<file path="config.mk">
export PLATFORM = sky130hd
export DESIGN_NAME = olst_div
export DESIGN_NICKNAME = d
export VERILOG_FILES = /design/src/rtl/olst_div.sv
export SDC_FILE = /design/constraint.sdc
export NUM_CORES = 1
export LEC_CHECK = 0
export BUFFER_PORTS_ARGS = -buffer_cell sky130_fd_sc_hd__buf_2
export CORE_UTILIZATION = 51
export CTS_BUF_LIST = sky130_fd_sc_hd__clkbuf_4
export DETAILED_ROUTE_END_ITERATION = 12
export GPL_ROUTABILITY_DRIVEN = 0
export MAX_ROUTING_LAYER = met4
export PLACE_DENSITY = 0.82
export RECOVER_POWER = 25
export SLEW_MARGIN = 20
export SYNTH_ARGS = -nofsm -noshare
export SYNTH_HDL_FRONTEND = slang
export SYNTH_SLANG_ARGS = --single-unit
</file>
<file path="constraint.sdc">
create_clock -name clk -period 2.5 [get_ports clk]
set_clock_uncertainty 0.1 [all_clocks]
set_input_delay 0.125 -clock clk [delete_from_list [all_inputs] [get_ports clk]]
set_output_delay 0.125 -clock clk [all_outputs]
set_load 0.1 [all_outputs]
</file>
<file path="src/rtl/olst_div.sv">
// Restoring unsigned divider, one quotient bit per cycle while busy.
// No package dependencies.
module olst_div #(
  parameter int N = 45,
  parameter int D = 5
) (
  input  logic         clk,
  input  logic         rst_n,
  input  logic         start,
  input  logic [N-1:0] dividend,
  input  logic [D-1:0] divisor,
  output logic         done,
  output logic [N-1:0] quotient
);

  localparam int CW = $clog2(N + 1);

  logic [D-1:0]  rem_r, rem_nxt;
  logic [N-1:0]  quo_r, quo_nxt;
  logic [CW-1:0] cnt_r, cnt_nxt;
  logic          busy_r, busy_nxt;
  logic          done_r, done_nxt;
  logic [D:0]    rem_sh;
  logic [D:0]    rem_sub;

  always_comb begin
    rem_sh   = {rem_r, quo_r[N-1]};
    rem_sub  = rem_sh - {1'b0, divisor};
    rem_nxt  = rem_r;
    quo_nxt  = quo_r;
    cnt_nxt  = cnt_r;
    busy_nxt = busy_r;
    done_nxt = 1'b0;
    if (start) begin
      rem_nxt  = '0;
      quo_nxt  = dividend;
      cnt_nxt  = CW'(N);
      busy_nxt = 1'b1;
    end else if (busy_r) begin
      if (rem_sh >= {1'b0, divisor}) begin
        rem_nxt = rem_sub[D-1:0];
        quo_nxt = {quo_r[N-2:0], 1'b1};
      end else begin
        rem_nxt = rem_sh[D-1:0];
        quo_nxt = {quo_r[N-2:0], 1'b0};
      end
      cnt_nxt = cnt_r - 1'b1;
      if (cnt_r == CW'(1)) begin
        busy_nxt = 1'b0;
        done_nxt = 1'b1;
      end
    end
  end

  always_ff @(posedge clk) begin
    if (!rst_n) begin
      busy_r <= 1'b0;
      done_r <= 1'b0;
      cnt_r  <= '0;
    end else begin
      busy_r <= busy_nxt;
      done_r <= done_nxt;
      cnt_r  <= cnt_nxt;
    end
    rem_r <= rem_nxt;
    quo_r <= quo_nxt;
  end

  assign done     = done_r;
  assign quotient = quo_r;

endmodule
</file>
==> summary.md <==
| Metric | Value |
|---|---|
| Async S/R FF share, synth | `0%` |
| CTS Buf Count | `9` |
| Min-delay src | `divisor[0]` |
| RSZ-0062 raised after global routing | `no` |
| Via count | `between 2000 and 2500` |
| Crit. Startpoint | `quotient[44]$_DFFE_PP_` |
| Root Driver | `clkbuf_4` |
| Starting Density | `54.6%` |
| CTS Sinks | `just under 60` |
| Initial detailed-routing violation count | `180` |
| FF+latch count, synth | `58` |
| Worst reg2reg startpoint | `quotient[44]$_DFFE_PP_` |
| Crit path largest cell delay | `430 ps` |
| CP Launch Type | `flip-flop` |
| Vias in the first global route | `~2200` |
| Overall power | `2880 µW` |
| Max cap viols | `0` |
| Syn Area/Cell | `14.3 µm²` |
| Buf+Inv Stages, Crit Path | `2` |
| Worst skew pair latency | `400 ps` |
| Commonest cells in the netlist | `45 x edfxtp_1, 45 x mux2_2, 13 x dfxtp_1` |
| Final WL | `6670 µm` |
| Post-Syn Area | `2670 µm²` |
| CP delay by family, top | `adder cells` |
| Via/cell ratio | `~5.2` |
| H-tree levels | `3` |
| Routed Antenna Nets | `0` |
| DRC | `0` |
| Leakage power | `0.00165 µW` |
| Number of synthesized flops with an enable pin | `45` |
| Register-to-Register Setup Slack | `170 ps` |
| Final hold violations | `0` |
| Nets | `400` |
| Yosys warning total | `0` |
| Reg2Reg Depth | `8` |
| Post-Synthesis Cells | `187` |
| Final period utilization | `93.0%` |
| # IOs | `99` |
| R2r endpoint | `quotient[0]$_DFFE_PP_` |
| Register area share after synthesis | `approximately three fifths` |
| Final Critical Period | `2330 ps` |
| Slew Limit Fails | `0` |
| Worst Path Required | `2550 ps` |
| Slew margin rel. | `approximately 67%` |
| Post-CTS Setup Inserts | `0` |
| Die height | `about 74 µm` |
| Worst path cell trace | `inv_1 -> ha_1 -> inv_1 -> fa_2 -> a211oi_2 -> nor2_1 -> or2_4 -> mux2_2` |
| Synth top area cells | `edfxtp_1 51%, mux2_2 19%, dfxtp_1 9.8%` |
| CP arrival | `between 2000 and 2500 ps` |
| Fmax | `0.430 GHz` |
| Distinct cells, synth | `36` |
| Remaining Overflow, GRT | `0` |
| Die W | `between 70 and 80 µm` |
| Wirelength per Cell | `16.2 µm` |
| Status | `complete, no violations` |
| Post-DP HPWL | `3940 µm` |
| VDD IR-drop max | `0.000498 V` |
| Worst-path clk slew | `roughly 90 ps` |
| Final setup vio count | `0` |
| Fillers | `303` |
| First-pass GRT wire length | `10100 µm` |
| Worst Setup Path Type | `flip-flop to flip-flop` |
| Pin count of the biggest net entering global routing | `44` |
| I/O Buffers | `98` |
| Yosys top cell by area | `edfxtp_1` |
| Die ar. | `5520 µm²` |
| CTS tree | `built` |
| Layout cell share with drive strength beyond 1 | `48.5%` |
| Tot GR Track Use | `26.3%` |
| Synth-to-layout area growth | `44.6%` |
| First drt pass iteration count | `4` |
| Synth top area share | `slightly above 50%` |
| Hold Crit Class | `input port to flip-flop` |
| Measured slew at the worst slew-check pin | `486 ps` |
| Critical Path End Type | `flip-flop` |
| Initial antenna violation count | `0` |
| Ys flop type | `edfxtp_1` |
| Core area | `4880 µm²` |
| CTS max path bufs | `2` |
| Most frequent CP cell | `inv_1` |
| Cells on Worst Hold Path | `3` |
| Critical Path Fanout Max | `6` |
| Hold Path End | `rem_r[0]$_SDFFE_PP0P_` |
| Ant diodes | `0` |
| Row count | `25` |
| Area occupied by multi-input gates | `between 1000 and 1500 µm²` |
| Register Area | `1610 µm²` |
| P per Cell Area | `746 nW/µm²` |
| Worst path slowest cell | `edfxtp_1` |
| Final Util | `79.0%` |
| Post-Syn Nets | `between 200 and 250` |
-- report_power, final --
| part | switching, µW | total, µW | internal (µW) |
|---|---|---|---|
| Combinational | 762 | 1020 | 258 |
| Sequential | 63.4 | 1220 | 1160 |
| Clock | 318 | 635 | 317 |
| Total | 1140 | 2880 | 1730 |
-- worst register-to-register path, delay by kind of cell (launching register included) --
kind	cells	cell delay [ps]
adders and majority gates	2	530
DFF	1	430
and+or+nand+nor	2	410
muxes	1	270
AOI/OAI and AO/OA	1	200
buffers and inverters	2	140
-- cell families after synthesis --
logic type | count (synthesis) | share of synthesized area (%)
adder cells (fa/ha/maj) | 8 | 4.04
XOR/XNOR | 7 | 2.30
flip-flops | 58 | 60.4
buffers and inverters | 17 | 2.39
AO/OA/AOI/OAI | 22 | 6.10
multiplexers | 45 | 19.0
AND/OR/NAND/NOR | 30 | 5.73
-- worst max path at each step --
stage / to / slack, ps / cells past startpoint
after floorplan: quotient[0]$_DFFE_PP_ / -130 / 8
after global placement: quotient[0]$_DFFE_PP_ / 300 / 8
after detailed placement: quotient[0]$_DFFE_PP_ / 220 / 8
after CTS: quotient[0]$_DFFE_PP_ / 200 / 8
after global routing: quotient[0]$_DFFE_PP_ / 60 / 8
final: quotient[0]$_DFFE_PP_ / 170 / 8
-- area by class of cell --
class                           count  share of cell area, %
Tap cell                           67                   2.17
Multi-Input combinational cell    112                   26.0
Timing Repair Buffer              148                   25.8
Clock inverter                      5                   1.20
Clock buffer                       11                   2.14
Inverter                           10                  0.973
Sequential cell                    58                   41.8
-- metal layers --
| layer | up-vias | share of wire [%] | global-route usage [%] |
|---|---|---|---|
| met5 | - | 0 | - |
| met4 | 0 | 2.4 | 10.7 |
| met3 | 18 | 5.9 | 7.59 |
| met2 | 100 | 54 | 45.7 |
| met1 | 1014 | 37 | 28.2 |
| li1 | 1015 | - | - |
-- cell usage in the layout, fill, tap and decap left out, drive strengths merged --
cell type / instances
a311o: 1
and4: 1
nand3: 1
dfxtp: 13
xor2: 3
nor2b: 1
a31o: 1
a21o: 1
and3: 2
o311a: 1
edfxtp: 45
nor3: 2
nor4b: 1
o41ai: 1
o21a: 1
nor2: 9
a211oi: 3
or2: 1
a2111oi: 1
a21oi: 2
o21bai: 1
mux2: 45
o21ai: 4
dlygate4sd3: 46
xnor2: 4
clkbuf: 11
clkinv: 6
ha: 7
nand3b: 1
bufinv: 1
nor4: 3
buf: 102
nand2: 8
a21boi: 3
inv: 8
a211o: 1
fa: 1
a311oi: 1
-- through the flow --
| stage | instances | setup WS [ps] | TNS (ps) | instance area (µm²) | hold slack, ps |
|---|---|---|---|---|---|
| floorplan | 187 | -129 | -141 | 2670 | 142 |
| global placement | 349 | 299 | 0 | 3270 | 319 |
| finish | 411 | 174 | 0 | 3860 | 27.2 |
| CTS | 411 | 195 | 0 | 3860 | 12.2 |
| global route | 411 | 61.7 | 0 | 3860 | 10.4 |
| detailed placement | 349 | 224 | 0 | 3270 | 329 |
-- repair_timing --
| action | 4_1_cts | 5_1_grt |
|---|---|---|
| hold buffers | 46 | 0 |
| endpoints found under the hold margin | 52 | 0 |
| resized for setup | 0 | 0 |
-- registers in the layout, summed over array words and instances, names as in the netlist --
register and count:
quotient 45, cnt_r 6, rem_r 5, busy_r 1
done 1
Power figures use the tool's default switching activity.
