## config.mk

```make
export PLATFORM = sky130hd
export DESIGN_NAME = olst_cell
export DESIGN_NICKNAME = d
export VERILOG_FILES = /design/src/rtl/olst_pkg.sv /design/src/rtl/olst_cell.sv
export SDC_FILE = /design/constraint.sdc
export NUM_CORES = 1
export LEC_CHECK = 0
export BUFFER_PORTS_ARGS = -buffer_cell sky130_fd_sc_hd__buf_4
export CORE_AREA = 2 2 74 76
export CTS_CLUSTER_DIAMETER = 120
export DETAILED_ROUTE_END_ITERATION = 16
export DIE_AREA = 0 0 76 78
export GPL_TIMING_DRIVEN = 0
export PLACE_DENSITY_LB_ADDON = 0.3
export SLEW_MARGIN = 10
export SYNTH_ARGS = -nofsm -noshare
export SYNTH_HDL_FRONTEND = slang
export SYNTH_SLANG_ARGS = --single-unit
```

## constraint.sdc

```tcl
create_clock -name clk -period 2.5 [get_ports clk]
set_clock_uncertainty 0.1 [all_clocks]
set_input_delay 0.25 -clock clk [delete_from_list [all_inputs] [get_ports clk]]
set_output_delay 0.25 -clock clk [all_outputs]
set_load 0.02 [all_outputs]
```

## src/rtl/olst_pkg.sv

```systemverilog
// Shared types and codes for the ordered list store.
// No dependencies; the top and cell files use this package.
package olst_pkg;

  localparam int DATA_W    = 32;
  localparam int WIDX_W    = 9;   // wide enough for any cell index up to 256
  localparam int MEAN_W    = 44;
  localparam int FRAC_BITS = 8;

  localparam logic [2:0] FN_APPEND  = 3'd0;
  localparam logic [2:0] FN_PREPEND = 3'd1;
  localparam logic [2:0] FN_FIND    = 3'd2;
  localparam logic [2:0] FN_INSERT  = 3'd3;
  localparam logic [2:0] FN_AVERAGE = 3'd4;

  typedef enum logic [2:0] {
    S_IDLE,
    S_SCAN,
    S_PREP,
    S_MERGE,
    S_DIV,
    S_DONE
  } state_t;

  typedef enum logic [1:0] {
    SH_HOLD,
    SH_RIGHT,
    SH_LEFT
  } shift_t;

  typedef struct packed {
    shift_t                  shift;
    logic                    wr_en;
    logic [WIDX_W-1:0]       wr_idx;
    logic [DATA_W-1:0]       wr_data;
  } cell_ctrl_t;

  typedef struct packed {
    logic [2:0]               func;
    logic signed [DATA_W-1:0] key;
    logic signed [DATA_W-1:0] value;
    logic [4:0]               start_index;
  } in_beat_t;

  typedef struct packed {
    logic                     status;
    logic                     found;
    logic [3:0]               position;
    logic signed [MEAN_W-1:0] mean;
    logic [4:0]               length;
  } out_beat_t;

endpackage

```

## src/rtl/olst_cell.sv

```systemverilog
// One storage cell of the list chain: holds one entry, takes a neighbor's.
// Depends on olst_pkg.
module olst_cell #(
  parameter int CELL_IDX = 0
) (
  input  logic                        clk,
  input  olst_pkg::cell_ctrl_t        ctrl,
  input  logic [olst_pkg::DATA_W-1:0] left_q,
  input  logic [olst_pkg::DATA_W-1:0] right_q,
  output logic [olst_pkg::DATA_W-1:0] data_q
);

  logic [olst_pkg::DATA_W-1:0] data_r;
  logic [olst_pkg::DATA_W-1:0] data_nxt;

  always_comb begin
    data_nxt = data_r;
    case (ctrl.shift)
      olst_pkg::SH_RIGHT: data_nxt = left_q;
      olst_pkg::SH_LEFT:  data_nxt = right_q;
      default:            data_nxt = data_r;
    endcase
    // a direct write wins over the neighbor hand-off
    if (ctrl.wr_en && (ctrl.wr_idx == olst_pkg::WIDX_W'(CELL_IDX))) begin
      data_nxt = ctrl.wr_data;
    end
  end

  always_ff @(posedge clk) begin
    data_r <= data_nxt;
  end

  assign data_q = data_r;

endmodule

```

==> impl_metrics.py, run 1 <==
metrics = {
    "synthesis": {
        "yosysSeqAreaShare_pct": 46.4,
        "synth_area_um2": 2070,
        "async_reset_ff_share_pct": 0,
        "synth-edff-count": 32,
        "yosysTopAreaCellShare_pct": 46.4,
        "syn_avg_cell_area_um2": 18.8,
        "synth_common_cells": "60 x mux2_4, 32 x edfxtp_1, 7 x buf_6, 4 x mux2_2",
        "netlist_instances": 110,
        "synth_most_common_cell": "mux2_4",
        "synthDistinctLibCells": 11,
        "synth_ff_type": "edfxtp_1",
        "synth_area_leaders": "edfxtp_1 46%, mux2_4 44%, buf_6 3.8%, mux2_2 2.2%, nor4b_4 1.1%",
        "synth.largest_area_cell": "edfxtp_1",
        "ys_ff_latch": 32,
        "ys_warn_count": 0,
        "syn_nets": 219,
    },
    "timing": {
        "report.final.slew_viol_count": 0,
        "relSlewSlack_pct": 50.8,
        "fin_setup_tns_ns": 0,
        "fmax_mhz": 556,
        "finalHoldViolations": 0,
        "fin_crit_sh_pct": 71.9,
        "period_needed_ns": 1.80,
        "rsz0062_at_grt": "no",
        "tightest_slew_ns": 0.736,
        "setup_viol": 0,
    },
    "route": {
        "routed_wl_um": 4780,
        "vias": 1489,
        "dr.pass1.iters": 3,
        "drtIter0Drc": 26,
        "drcViolationCount": 0,
        "ant_nets": 0,
        "routed_via_density": 4.54,
        "detail_route.wl_per_cell_um": 14.6,
    },
    "flow_run": {
        "cap_violations": 0,
    },
    "cts": {
        "numCtsBuffers": 5,
        "cts_tree": "yes",
        "cts_setup_buffers": 0,
        "cts_root_buf": "clkbuf_8",
        "cts-resized-gates": 0,
        "hold_buffers": 0,
        "clock_path_buffers": 2,
        "cts_max_level": 2,
        "path_clk_slew_ns": 0.07,
        "cts_sinks": 32,
    },
    "placement": {
        "place_hpwl_um": 3890,
        "dpl-instance-area_um2": 3210,
        "gp_congestion": 0.736,
        "io_buffers": 140,
    },
    "cells_and_area": {
        "drive_gt1_share_pct": 86.0,
        "antenna_cells": 0,
        "fin_nets": 366,
        "final_util_pct": 65.3,
        "largest_reg_flops": 32,
        "stdcell_area_um2": 3290,
        "area_growth_pct": 59.1,
    },
    "floorplanning": {
        "die-area_um2": 5930,
        "die_y_um": 78,
        "initial_core_util_pct": 41.1,
        "std_cell_rows": 26,
        "ios": 141,
        "core_region_area_um2": 5040,
        "die_w_um": 76,
    },
    "power": {
        "pwr-share-clk_pct": 23.0,
        "power.net_switching_uw": 413,
        "internal_power_mw": 1.19,
        "p_per_area_nw_per_um2": 485,
        "leakage_nw": 1.62,
        "peakVddDrop_mv": 0.231,
        "p_sw_share_pct": 25.8,
        "seq_power_share_pct": 44.0,
        "combPwrFrac_pct": 32.9,
    },
    "worst_setup_path": {
        "critPathKind": "primary input to flop",
        "crit_end": "data_q[5]",
        "arrival_ns": 1.61,
        "crit_path_start_kind": "primary input",
        "worstPathRequired_ns": 2.31,
        "crit_start": "ctrl[39]",
        "crit_fanout": 32,
        "endpoint_kind": "flop",
    },
    "outcome": {
        "status": "completed",
    },
    "global_route": {
        "grt_max_degree": 33,
        "grt_overflow_total": 0,
        "track_usage_pct": 16.1,
        "grt_pass1_wl_um": 7250,
        "antenna_found_initial": 0,
        "grt_pass1_vias": 1496,
    },
    "worst_hold_path": {
        "hp-class": "primary input to flop",
    },
}
[routing by layer]
| metal | global-route usage (%) | wire (µm) | vias up |
|---|---|---|---|
| li1 | - | - | 717 |
| met2 | 30.8 | 2650 | 84 |
| met5 | 0 | 0 | - |
| met3 | 6.63 | 408 | 4 |
| met4 | 4.91 | 51 | 0 |
| met1 | 15.7 | 1670 | 684 |
[placed cells by master (no fill, tap or decap), types with 2 or more instances in the layout]
cell,instances
buf_4,140
clkbuf_8,5
mux2_4,60
edfxtp_1,32
clkinv_2,2
buf_6,7
mux2_2,4
[power groups by stage]
stage	registers, mW	logic [mW]	clock network (mW)
floorplan	0.818	0.160	0
global placement	0.714	0.524	0
detailed placement	0.716	0.533	0
CTS	0.705	0.533	0.378
global route	0.713	0.556	0.403
finish	0.704	0.527	0.369
[through the flow]
| step | hold WS (ns) | instances | power [mW] | setup slack, ns |
|---|---|---|---|---|
| after floorplan | 0.368 | 110 | 0.978 | 0.420 |
| after global placement | 0.451 | 320 | 1.24 | -0.0883 |
| after detailed placement | 0.454 | 320 | 1.25 | 0.361 |
| final | 0.168 | 328 | 1.60 | 0.701 |
| after global routing | 0.148 | 328 | 1.67 | 0.602 |
| after CTS | 0.159 | 328 | 1.62 | 0.662 |
[worst max-delay path, cell delays in order]
cell	delay [ns]
buf_4	0.12
nor4b_4	0.31
nand3_4	0.16
buf_6	0.20
nand2_2	0.56
[worst min-delay path by stage]
stage	endpoint	slack, ns	cells past startpoint	start
2_1_floorplan	data_q[10]	0.37	1	ctrl[10]
3_3_place_gp	data_q[1]	0.45	2	ctrl[1]
3_5_place_dp	data_q[27]	0.45	2	ctrl[27]
4_1_cts	data_q[24]	0.16	2	ctrl[24]
5_1_grt	data_q[30]	0.15	2	ctrl[30]
6_report	data_q[24]	0.17	2	ctrl[24]
[cells by family (layout without fill, tap and decap cells)]
group / Yosys count / in the layout / share of synthesized area (%)
XOR/XNOR: 1 / 1 / 0.423
buffers and inverters: 7 / 155 / 3.81
flip-flops: 32 / 32 / 46.4
multiplexers: 64 / 64 / 45.7
AND/OR/NAND/NOR: 6 / 6 / 3.69
[area by class of cell]
type                    instances  area, µm²
well taps                      70       87.6
flip-flops and latches         32        961
clock inverters                 3       13.8
fillers                       401       1750
plain buffers                   7       78.8
repair buffers                140       1050
clock buffers                   5       68.8
multi-input cells              71       1030
Note: power is estimated with default switching activity, not from simulation.
==> run 2, diff against run 1 <==
Settings changed: CORE_AREA 2 2 74 76 to 2 2 77 79, DIE_AREA 0 0 76 78 to 0 0 79 81.
Clock period 2.5 ns to 1.5 ns, I/O delays scaled along.
==> impl_metrics.py, run 2 (synthesis gave the netlist of run 1 again) <==
metrics = {
    "outcome": {
        "status": "completed",
    },
    "worst_setup_path": {
        "path_buf_inv": 3,
        "endpoint_kind": "flop",
        "crit_fanout": 10,
        "critPathKind": "primary input to flop",
        "slowest_stage": "mux2_4",
        "arrival_ns": 1.30,
        "crit_path_start_kind": "primary input",
        "worstPathRequired_ns": 1.43,
        "cp_cell_sequence": "buf_4, nor2b_1, buf_6, buf_6, mux2_4, mux2_4",
        "worstSetupPathDepth": 6,
        "slowest_delay_ns": 0.31,
        "path_delay_family": "multiplexers",
    },
    "power": {
        "p_per_area_nw_per_um2": 856,
        "internal_power_mw": 2.16,
        "leakage_nw": 1.64,
        "combPwrFrac_pct": 30.7,
        "seq_power_share_pct": 40.9,
        "power.net_switching_uw": 708,
        "p_sw_share_pct": 24.7,
        "pwr-share-clk_pct": 28.3,
        "peakVddDrop_mv": 0.421,
    },
    "timing": {
        "relSlewSlack_pct": 71.5,
        "period_needed_ns": 1.37,
        "rsz0062_at_grt": "no",
        "finalHoldViolations": 0,
        "setup_viol": 0,
        "tightest_slew_ns": 0.425,
        "fin_ws_ns": 0.130,
        "fmax_mhz": 730,
        "fin_crit_sh_pct": 91.3,
        "report.final.slew_viol_count": 0,
        "fin_setup_tns_ns": 0,
    },
    "cells_and_area": {
        "stdcell_area_um2": 3340,
        "nFillCells": 466,
        "final_cell_mix": "140 x buf_4, 60 x mux2_4, 32 x edfxtp_1, 7 x buf_6, 5 x clkbuf_8",
        "antenna_cells": 0,
        "area_growth_pct": 61.5,
        "largest_reg_flops": 32,
        "drive_gt1_share_pct": 86.4,
        "final_common_cell": "buf_4",
        "regArea_um2": 961,
        "final_util_pct": 58.9,
        "multiInputGateArea_um2": 1050,
        "fin_nets": 366,
    },
    "global_route": {
        "grt_max_degree": 33,
        "grt_pass1_vias": 1462,
        "antenna_found_initial": 0,
        "track_usage_pct": 14.2,
        "grt_pass1_wl_um": 6980,
        "grt_overflow_total": 0,
    },
    "floorplanning": {
        "die-area_um2": 6400,
        "die_w_um": 79,
        "std_cell_rows": 28,
        "die_y_um": 81,
        "core_region_area_um2": 5680,
        "ios": 141,
        "initial_core_util_pct": 36.5,
    },
    "cts": {
        "numCtsBuffers": 5,
        "hold_buffers": 0,
        "cts-resized-gates": 0,
        "cts_root_buf": "clkbuf_8",
        "clock_path_buffers": 2,
        "path_clk_slew_ns": 0.07,
        "cts_sinks": 32,
        "cts_tree": "yes",
        "cts_setup_buffers": 0,
        "cts_max_level": 2,
    },
    "placement": {
        "gp_congestion": 0.730,
        "dp_worst_setup_slack_ns": -0.297,
        "io_buffers": 140,
        "dpl-instance-area_um2": 3220,
        "place_hpwl_um": 3770,
    },
    "flow_run": {
        "cap_violations": 0,
    },
    "route": {
        "detail_route.wl_per_cell_um": 14.2,
        "drcViolationCount": 0,
        "dr.pass1.iters": 3,
        "routed_via_density": 4.45,
        "vias": 1483,
        "ant_nets": 0,
        "routed_wl_um": 4720,
        "drtIter0Drc": 47,
    },
    "worst_hold_path": {
        "hold_path_depth": 2,
        "hp-class": "primary input to flop",
    },
}
run 2: area by class of cell:
class | instances | area share (%)
timing repair buffer | 140 | 31.4
multi-input combinational | 71 | 31.3
sequential | 32 | 28.7
tap | 75 | 2.81
buffer | 7 | 2.36
clock buffer | 5 | 2.06
clock inverter | 3 | 1.27
run 2: worst paths after layout:
path  startpoint        end  slack (ns)
min      ctrl[1]  data_q[1]        0.07
max     ctrl[42]  data_q[8]        0.13
run 2: through the flow:
step / hold WS [ns] / cells / power (mW)
detailed placement: 0.353 / 325 / 2.08
floorplan: 0.268 / 110 / 1.63
CTS: 0.0617 / 333 / 2.89
finish: 0.0690 / 333 / 2.86
global route: 0.0554 / 333 / 2.98
global placement: 0.351 / 325 / 2.06
run 2: metal layers:
layer	global-route usage, %	vias to the layer above	part of all wire, %
li1	-	720	-
met4	6.55	0	1.4
met1	15.3	682	36
met5	0	-	0
met2	25.6	74	54
met3	4.44	7	8.5
run 2: power groups by stage:
stage | sequential, mW | combinational [mW] | clock, mW
finish | 1.17 | 0.880 | 0.811
global route | 1.19 | 0.928 | 0.866
CTS | 1.18 | 0.888 | 0.825
detailed placement | 1.19 | 0.885 | 0
global placement | 1.19 | 0.876 | 0
floorplan | 1.36 | 0.270 | 0
